--- config.mk ---
export PLATFORM = sky130hd
export DESIGN_NAME = bsp_ctrl
export DESIGN_NICKNAME = d
export VERILOG_FILES = /design/src/rtl/bsp_pkg.sv /design/src/rtl/bsp_ctrl.sv
export SDC_FILE = /design/constraint.sdc
export NUM_CORES = 1
export LEC_CHECK = 0
export ABC_AREA = 1
export BUFFER_PORTS_ARGS = -buffer_cell sky130_fd_sc_hd__buf_2
export CELL_PAD_IN_SITES_DETAIL_PLACEMENT = 1
export CELL_PAD_IN_SITES_GLOBAL_PLACEMENT = 2
export CORE_MARGIN = 10
export CORE_UTILIZATION = 21
export CTS_CLUSTER_SIZE = 14
export DETAILED_ROUTE_END_ITERATION = 10
export GPL_TIMING_DRIVEN = 1
export MAX_ROUTING_LAYER = met4
export PLACE_DENSITY = 0.84
export REMOVE_ABC_BUFFERS = 1
export SYNTH_ARGS = -nofsm -noshare
export SYNTH_HDL_FRONTEND = slang
export SYNTH_SLANG_ARGS = --single-unit
--- constraint.sdc ---
create_clock -name clk -period 1.2 [get_ports clk]
set_input_delay 0 -clock clk [delete_from_list [all_inputs] [get_ports clk]]
set_output_delay 0 -clock clk [all_outputs]
set_load 0.05 [all_outputs]
--- src/rtl/bsp_pkg.sv ---
// Shared types, constants and helpers of the billboard sprite projector.
`default_nettype none

package bsp_pkg;

  localparam int SCREEN_WIDTH_DEF  = 640;
  localparam int SCREEN_HEIGHT_DEF = 480;
  localparam int MASK_BITS_DEF     = 64;
  localparam int MAX_RUNS          = 16;
  localparam int COL_W             = 10;
  localparam int DVD_W             = 80;

  // floor(u / 125) = (u * RECIP) >> 38 for any u below 2^31
  localparam logic [32:0] RECIP = 33'd2199023256;

  localparam logic OP_WRITE   = 1'b0;
  localparam logic OP_PROJECT = 1'b1;

  // multiplier operand selections
  localparam logic [3:0] MUL_DET_P = 4'd0;
  localparam logic [3:0] MUL_DET_Q = 4'd1;
  localparam logic [3:0] MUL_NX_P  = 4'd2;
  localparam logic [3:0] MUL_NX_Q  = 4'd3;
  localparam logic [3:0] MUL_NY_P  = 4'd4;
  localparam logic [3:0] MUL_NY_Q  = 4'd5;
  localparam logic [3:0] MUL_TIME  = 4'd6;
  localparam logic [3:0] MUL_HX_LO = 4'd7;
  localparam logic [3:0] MUL_HX_HI = 4'd8;
  localparam logic [3:0] MUL_HD_LO = 4'd9;
  localparam logic [3:0] MUL_HD_HI = 4'd10;

  // divide phases
  localparam logic [1:0] PH_SX  = 2'd0;
  localparam logic [1:0] PH_H   = 2'd1;
  localparam logic [1:0] PH_THR = 2'd2;

  typedef struct packed {
    logic               operation;
    logic [9:0]         column;
    logic [31:0]        depth;
    logic signed [31:0] target_x;
    logic signed [31:0] target_y;
    logic signed [31:0] viewer_x;
    logic signed [31:0] viewer_y;
    logic signed [31:0] facing_x;
    logic signed [31:0] facing_y;
    logic signed [31:0] lens_x;
    logic signed [31:0] lens_y;
    logic [31:0]        time_ms;
  } in_item_t;

  typedef struct packed {
    logic        visible;
    logic [9:0]  left_col;
    logic [9:0]  right_col;
    logic [9:0]  top_row;
    logic [9:0]  bottom_row;
    logic [23:0] colour;
    logic [9:0]  mask_base;
    logic [63:0] column_mask;
    logic        last;
  } out_item_t;

  typedef struct packed {
    logic       clr_step;
    logic       wr_en;
    logic       capture;
    logic       prep;
    logic       mul_issue;
    logic [3:0] mul_idx;
    logic       div_load_thr;
    logic       div_start;
    logic       div_store;
    logic [1:0] div_phase;
    logic       bounds;
    logic       run_init;
    logic       col_step;
    logic       run_next;
    logic       out_load;
    logic       out_rej;
  } bsp_cmd_t;

  typedef struct packed {
    logic clr_last;
    logic rej;
    logic div_done;
    logic col_last;
    logic more;
    logic out_free;
  } bsp_stat_t;

  function automatic logic [23:0] colour_of(input logic [1:0] idx);
    logic [23:0] c;
    unique case (idx)
      2'd0:    c = 24'hFF3333;
      2'd1:    c = 24'hFF9900;
      2'd2:    c = 24'hFFFF00;
      default: c = 24'hFF00AA;
    endcase
    return c;
  endfunction

endpackage

`default_nettype wire

--- src/rtl/bsp_ctrl.sv ---
// Controller: sequences clearing, multiplies, divides, bounds and mask runs.
`default_nettype none

module bsp_ctrl (
  input  wire logic               clk,
  input  wire logic               rst_n,
  input  wire logic               in_valid,
  input  wire logic               in_op,
  output logic                    in_stall,
  output bsp_pkg::bsp_cmd_t       cmd,
  input  wire bsp_pkg::bsp_stat_t stat
);

  localparam logic [3:0] S_CLEAR   = 4'd0;
  localparam logic [3:0] S_IDLE    = 4'd1;
  localparam logic [3:0] S_PREP    = 4'd2;
  localparam logic [3:0] S_MUL     = 4'd3;
  localparam logic [3:0] S_DRAIN   = 4'd4;
  localparam logic [3:0] S_CHECK   = 4'd5;
  localparam logic [3:0] S_REJ     = 4'd6;
  localparam logic [3:0] S_PLO     = 4'd7;
  localparam logic [3:0] S_PHI     = 4'd8;
  localparam logic [3:0] S_PSUM    = 4'd9;
  localparam logic [3:0] S_TLOAD   = 4'd10;
  localparam logic [3:0] S_DSTART  = 4'd11;
  localparam logic [3:0] S_DWAIT   = 4'd12;
  localparam logic [3:0] S_BOUNDS  = 4'd13;
  localparam logic [3:0] S_COL     = 4'd14;
  localparam logic [3:0] S_EMIT    = 4'd15;

  logic [3:0] state_r, state_nxt;
  logic [2:0] cnt_r, cnt_nxt;
  logic [1:0] phase_r, phase_nxt;
  logic       tail_r, tail_nxt;  // marks the extra step after the last column read

  always_comb begin
    cmd       = '0;
    state_nxt = state_r;
    cnt_nxt   = cnt_r;
    phase_nxt = phase_r;
    tail_nxt  = tail_r;
    cmd.div_phase = phase_r;
    unique case (state_r)
      S_CLEAR: begin
        cmd.clr_step = 1'b1;
        if (stat.clr_last) state_nxt = S_IDLE;
      end
      S_IDLE: begin
        if (in_valid) begin
          if (in_op == bsp_pkg::OP_PROJECT) begin
            cmd.capture = 1'b1;
            state_nxt   = S_PREP;
          end else begin
            cmd.wr_en = 1'b1;
          end
        end
      end
      S_PREP: begin
        cmd.prep  = 1'b1;
        cnt_nxt   = '0;
        state_nxt = S_MUL;
      end
      S_MUL: begin
        cmd.mul_issue = 1'b1;
        cmd.mul_idx   = {1'b0, cnt_r};
        cnt_nxt       = cnt_r + 3'd1;
        if (4'({1'b0, cnt_r}) == bsp_pkg::MUL_TIME) state_nxt = S_DRAIN;
      end
      S_DRAIN: state_nxt = S_CHECK;
      S_CHECK: begin
        phase_nxt = bsp_pkg::PH_SX;
        state_nxt = stat.rej ? S_REJ : S_PLO;
      end
      S_REJ: begin
        if (stat.out_free) begin
          cmd.out_load = 1'b1;
          cmd.out_rej  = 1'b1;
          state_nxt    = S_IDLE;
        end
      end
      S_PLO: begin
        cmd.mul_issue = 1'b1;
        cmd.mul_idx   = (phase_r == bsp_pkg::PH_SX) ? bsp_pkg::MUL_HX_LO : bsp_pkg::MUL_HD_LO;
        state_nxt     = S_PHI;
      end
      S_PHI: begin
        cmd.mul_issue = 1'b1;
        cmd.mul_idx   = (phase_r == bsp_pkg::PH_SX) ? bsp_pkg::MUL_HX_HI : bsp_pkg::MUL_HD_HI;
        state_nxt     = S_PSUM;
      end
      S_PSUM: state_nxt = S_DSTART;
      S_TLOAD: begin
        cmd.div_load_thr = 1'b1;
        state_nxt        = S_DSTART;
      end
      S_DSTART: begin
        cmd.div_start = 1'b1;
        state_nxt     = S_DWAIT;
      end
      S_DWAIT: begin
        if (stat.div_done) begin
          cmd.div_store = 1'b1;
          unique case (phase_r)
            bsp_pkg::PH_SX: begin
              phase_nxt = bsp_pkg::PH_H;
              state_nxt = S_PLO;
            end
            bsp_pkg::PH_H: state_nxt = S_BOUNDS;
            default: state_nxt = S_COL;
          endcase
          if (phase_r == bsp_pkg::PH_THR) begin
            tail_nxt = 1'b0;
          end
        end
      end
      S_BOUNDS: begin
        cmd.bounds = 1'b1;
        phase_nxt  = bsp_pkg::PH_THR;
        state_nxt  = S_TLOAD;
      end
      S_COL: begin
        // first cycle after the threshold divide sets up the first run
        if (phase_r == bsp_pkg::PH_THR) begin
          cmd.run_init = 1'b1;
          phase_nxt    = bsp_pkg::PH_SX;
        end else if (tail_r) begin
          tail_nxt  = 1'b0;
          state_nxt = S_EMIT;
        end else begin
          cmd.col_step = 1'b1;
          if (stat.col_last) tail_nxt = 1'b1;
        end
      end
      S_EMIT: begin
        if (stat.out_free) begin
          cmd.out_load = 1'b1;
          if (stat.more) begin
            cmd.run_next = 1'b1;
            state_nxt    = S_COL;
          end else begin
            state_nxt = S_IDLE;
          end
        end
      end
      default: state_nxt = S_IDLE;
    endcase
  end

  always_ff @(posedge clk) begin
    if (!rst_n) begin
      state_r <= S_CLEAR;
      cnt_r   <= '0;
      phase_r <= bsp_pkg::PH_SX;
      tail_r  <= 1'b0;
    end else begin
      state_r <= state_nxt;
      cnt_r   <= cnt_nxt;
      phase_r <= phase_nxt;
      tail_r  <= tail_nxt;
    end
  end

  assign in_stall = (state_r != S_IDLE);

endmodule

`default_nettype wire

## Yosys cells after proc, flatten, opt, wreduce, memory -nomap -nowiden

Index checks and enable logic that the tools add are counted.

| word-level totals | value |
|---|---|
| register bits | 10 |
| bits of input ports | 10 |
| output and inout bits | 21 |
| word-level logic and storage cells | 93 |

| cells by class | value |
|---|---|
| $add $sub $neg | 1 |
| equal/unequal tests | 31 |
| mux-type cells | 48 |
| reductions and logical operators | 9 |

Operators by type and width:

| cell | count |
|---|---|
| $pmux W4 S15 | 1 |
| $mux W4 | 11 |
| $eq A4 B4 Y1 const B | 8 |
| $ne A2 B2 Y1 const B | 12 |
| $mux W1 | 21 |
| $mux W2 | 9 |
| $eq A4 B3 Y1 const B | 4 |
| $pmux W5 S3 | 1 |
| $reduce_and A9 Y1 | 1 |
| $eq A4 B2 Y1 const B | 2 |
| $pmux W2 S4 | 1 |
| $pmux W4 S2 | 1 |
| $reduce_and A4 Y1 | 2 |
| $pmux W3 S2 | 1 |
| $eq A4 B1 Y1 const B | 1 |
| $logic_not A4 Y1 | 1 |
| $ne A4 B1 Y1 const B | 1 |
| $pmux W1 S2 | 2 |
| $reduce_bool A2 Y1 | 2 |
| $reduce_bool A4 Y1 | 1 |
| $add A3 B1 Y3 const B | 1 |
| $eq A3 B3 Y1 const B | 1 |
| $eq A2 B1 Y1 const B | 1 |
| $eq A2 B2 Y1 const B | 1 |
| 2 further kinds | 2 |

## Depth between registers and ports, before layout

| logic depth | value |
|---|---|
| depth after elaboration | 4 |
| depth in mapped cells | 10 |
| gate-level depth less buffers | 10 |

## Worst setup path after synthesis

Ideal clock, no wire load.

| timing | value |
|---|---|
| path type | flip-flop to output port |
| from | register state_r[2] |
| to | output port cmd[18] in the netlist's numbering |
| arrival time | 2368 ps |
| required time | 1200 ps |
| slack | -1168 ps |
| cell stages (with the launch flop) | 4 |
| buffers on the path | 0 |
| cell sequence | dfxtp_1 > nor2_1 > nand2_1 > nor3b_1 |

RTL lines:

| item | RTL line | source |
|---|---|---|
| start: declaration | bsp_ctrl.sv:31 | `logic [3:0] state_r, state_nxt;` |
| start signal: assignment | bsp_ctrl.sv:156 | `state_r <= state_nxt;` |
| end: declaration | bsp_ctrl.sv:10 | `output bsp_pkg::bsp_cmd_t cmd,` |

==> flow_summary.toml <==
[floorplan]
start_util = 0.215
rows = 24
die_h_um = 86.3
die_area_um2 = 7450
coreArea_um2 = 4290
fp.dieW_um = 86.3
ioPinCount = 31

[placement]
hpwl_um = 3240
gp_congestion = 0.829
placed_cells = 277
place.port_buffers = 30
preCtsSetupSlack_ns = -0.231

[synth]
synth_seq_cells = 10
synthCells = 167
synth_seq_area_share = 0.217
synth_area_um2 = 923
yosys_warnings = 0
synth.top_cell.area_share = 0.217
synthMuxAreaShare = 0
synth.distinct_cells = 23
synth_compound_area_frac = 0.122
synth_top_cells_by_area = "dfxtp_1 (22%), nand2_1 (19%), nor2_1 (13%)"
synth_fa_ha_area_frac = 0.0271
synth_top_area_cell = "dfxtp_1"
synth-xor-area-share = 0
synthSimpleGateAreaFrac = 0.511
synth_top_family_by_area = "simple AND/OR/NAND/NOR gates"
syn_avg_cell_area_um2 = 5.53

[global_routing]
grt_pass1_vias = 1373
antenna_found_initial = 0
grt_max_degree = 10
track_usage = 0.115
grt.overflow.total = 0
grt_pass1_wl_um = 6610

[sta]
max_freq_mhz = 690
setup_violations = 27
period_needed_ns = 1.45
tns_ns = -3.82
worst_pin_slew_ns = 0.262
worst_slack_ns = -0.250
maxSlewViolCount = 0
max-slew-margin-rel = 0.824
hold_violations = 0
skew_ns = 0.00707
rsz0062_at_grt = "yes"
period_share = 1.21

[routing]
drtAntennaViolNets = 0
dr.pass1.iters = 3
drt_iter0_drc = 33
drc_errors = 0
routedWlPerCell_um = 15.6
drt-total-wl_um = 4520
dr_total_vias = 1316
via_per_inst = 4.55

[outcome]
violations = "setup timing"
run_status = "complete, but fails checks"

[cells_and_area]
diodes = 0
mostFrequentLayoutCell = "nand2_1"
stdcell_count = 289
nNetsFinal = 250
drive_gt1_frac = 0.578
fillers = 558
area_growth_pct = 93.0
layout.cells.most_common_list = "nand2_1 (38), buf_4 (34), nor2_1 (20), buf_6 (20)"

[critical_path]
path_buf_inv = 4
path_class = "reg -> out"
crit_chain = "nor2_1 > buf_4 > buf_6 > nand2_4 > inv_2 > nand2_1 > o211ai_1 > buf_4"
crit_fanout = 7
cp_top_family = "buffers and inverters"
cp-startpoint = "state_r[3]"
endpoint_kind = "output pin"
cp.required_ns = 1.20
r2r-start = "cnt_r[0]"
max_stage_delay_ns = 0.36
crit_slowest_cell = "dfxtp_4"
r2r_setup_slack_ns = -0.19
crit_path_frequent_cell = "buf_4"
start_kind = "flop"
crit_arrival_ns = 1.45

[power_and_ir_drop]
power_frac_seq = 0.159
vdd_drop_max_mv = 0.520
p_comb_frac = 0.717
p_sw_frac = 0.519
p_leak_nw = 0.907
power_density_nw_per_um2 = 2010
clkPwrFrac = 0.124
intPower_mw = 1.72
netSwitchingPower_mw = 1.86

[clock_tree]
cts_buffers = 3
cts-root-buf = "clkbuf_8"
clock_sink_count = 10
cts_tree = "yes"
clk_latency_ns = 0.25
clk_pin_slew_worst_paths_ns = 0.06
ctsHoldBuffers = 0
clock_path_buffers = 2
h-tree-depth = 1

[run]
drv_cap = 0

[min_path]
min-delay-start = "rst_n"
holdCritPathClass = "in -> reg"
[kinds of logic after synthesis]
kind of cell	after synthesis
buf+inv	29
simple gates	107
compound gates	19
fa+ha+maj	2
flops	10
[cells in the mapped netlist]
cell type	count
a211oi_2	1
a21oi_1	7
ha_1	2
nand2_1	46
nor2_1	33
o21ai_2	2
o211ai_1	1
nand3_1	9
o21ai_0	7
nand2_2	8
nor3b_1	1
or2_0	1
nand4_1	2
nor3_1	1
buf_4	1
inv_2	6
clkinv_2	1
inv_1	20
nor2_2	5
o21ai_1	1
dfxtp_1	10
nand3_4	1
clkbuf_1	1
[final cells by class]
cell class	instances	area, um^2	share of cell area
clock buffers	4	55.1	0.0309
inverters	27	113	0.0632
multi-input cells	128	756	0.424
flip-flops and latches	10	213	0.119
well taps	52	65.1	0.0365
repair buffers	68	581	0.326
[power by group through the flow]
stage	logic, mW	registers [mW]	clock network (mW)
global placement	1.92	0.498	0
floorplan	1.13	0.570	0
global route	2.77	0.579	0.486
CTS	2.23	0.554	0.450
finish	2.57	0.570	0.444
detailed placement	1.94	0.505	0
[metrics by stage]
step	power, mW	cell area, um^2	hold WS (ns)	util
4_1_cts	3.23	1610	0.0595	0.375
2_1_floorplan	1.70	912	0.120	-
6_report	3.58	1780	0.0577	0.415
3_3_place_gp	2.41	1350	0.323	0.315
5_1_grt	3.83	1780	0.0651	0.415
3_5_place_dp	2.45	1350	0.326	0.315
[what timing repair did]
item	CTS	global route
resized for setup	65	45
pin swaps	3	7
setup buffers	4	4
setup endpoints to repair	29	29
[state kept, by name, indices dropped and copies added (netlist names)]
register	count
phase_r	2
tail_r	1
state_r	4
cnt_r	3
[worst paths after layout]
path	cells after the start	endpoint
max	8	cmd[12]
min	3	state_r[1]
max reg2reg	10	state_r[0]
min reg2reg	2	tail_r
[metal layers]
layer	vias up	wire, um	track usage
met5	-	0	-
met4	0	181	0.0619
met3	12	163	0.0197
met2	28	2350	0.205
met1	616	1830	0.116
li1	660	-	-
[worst reg2reg max path, stage by stage (launching register included)]
cell and delay [ns]:
dfxtp_1 0.30, inv_1 0.08, ha_1 0.19, nand2_1 0.07, nand3_1 0.10, nand2_2 0.08, nor2_4 0.12, nand3_4 0.13
nand2_1 0.09, nand2_1 0.05, nor2_1 0.10
(Power assumes the default switching activity.)
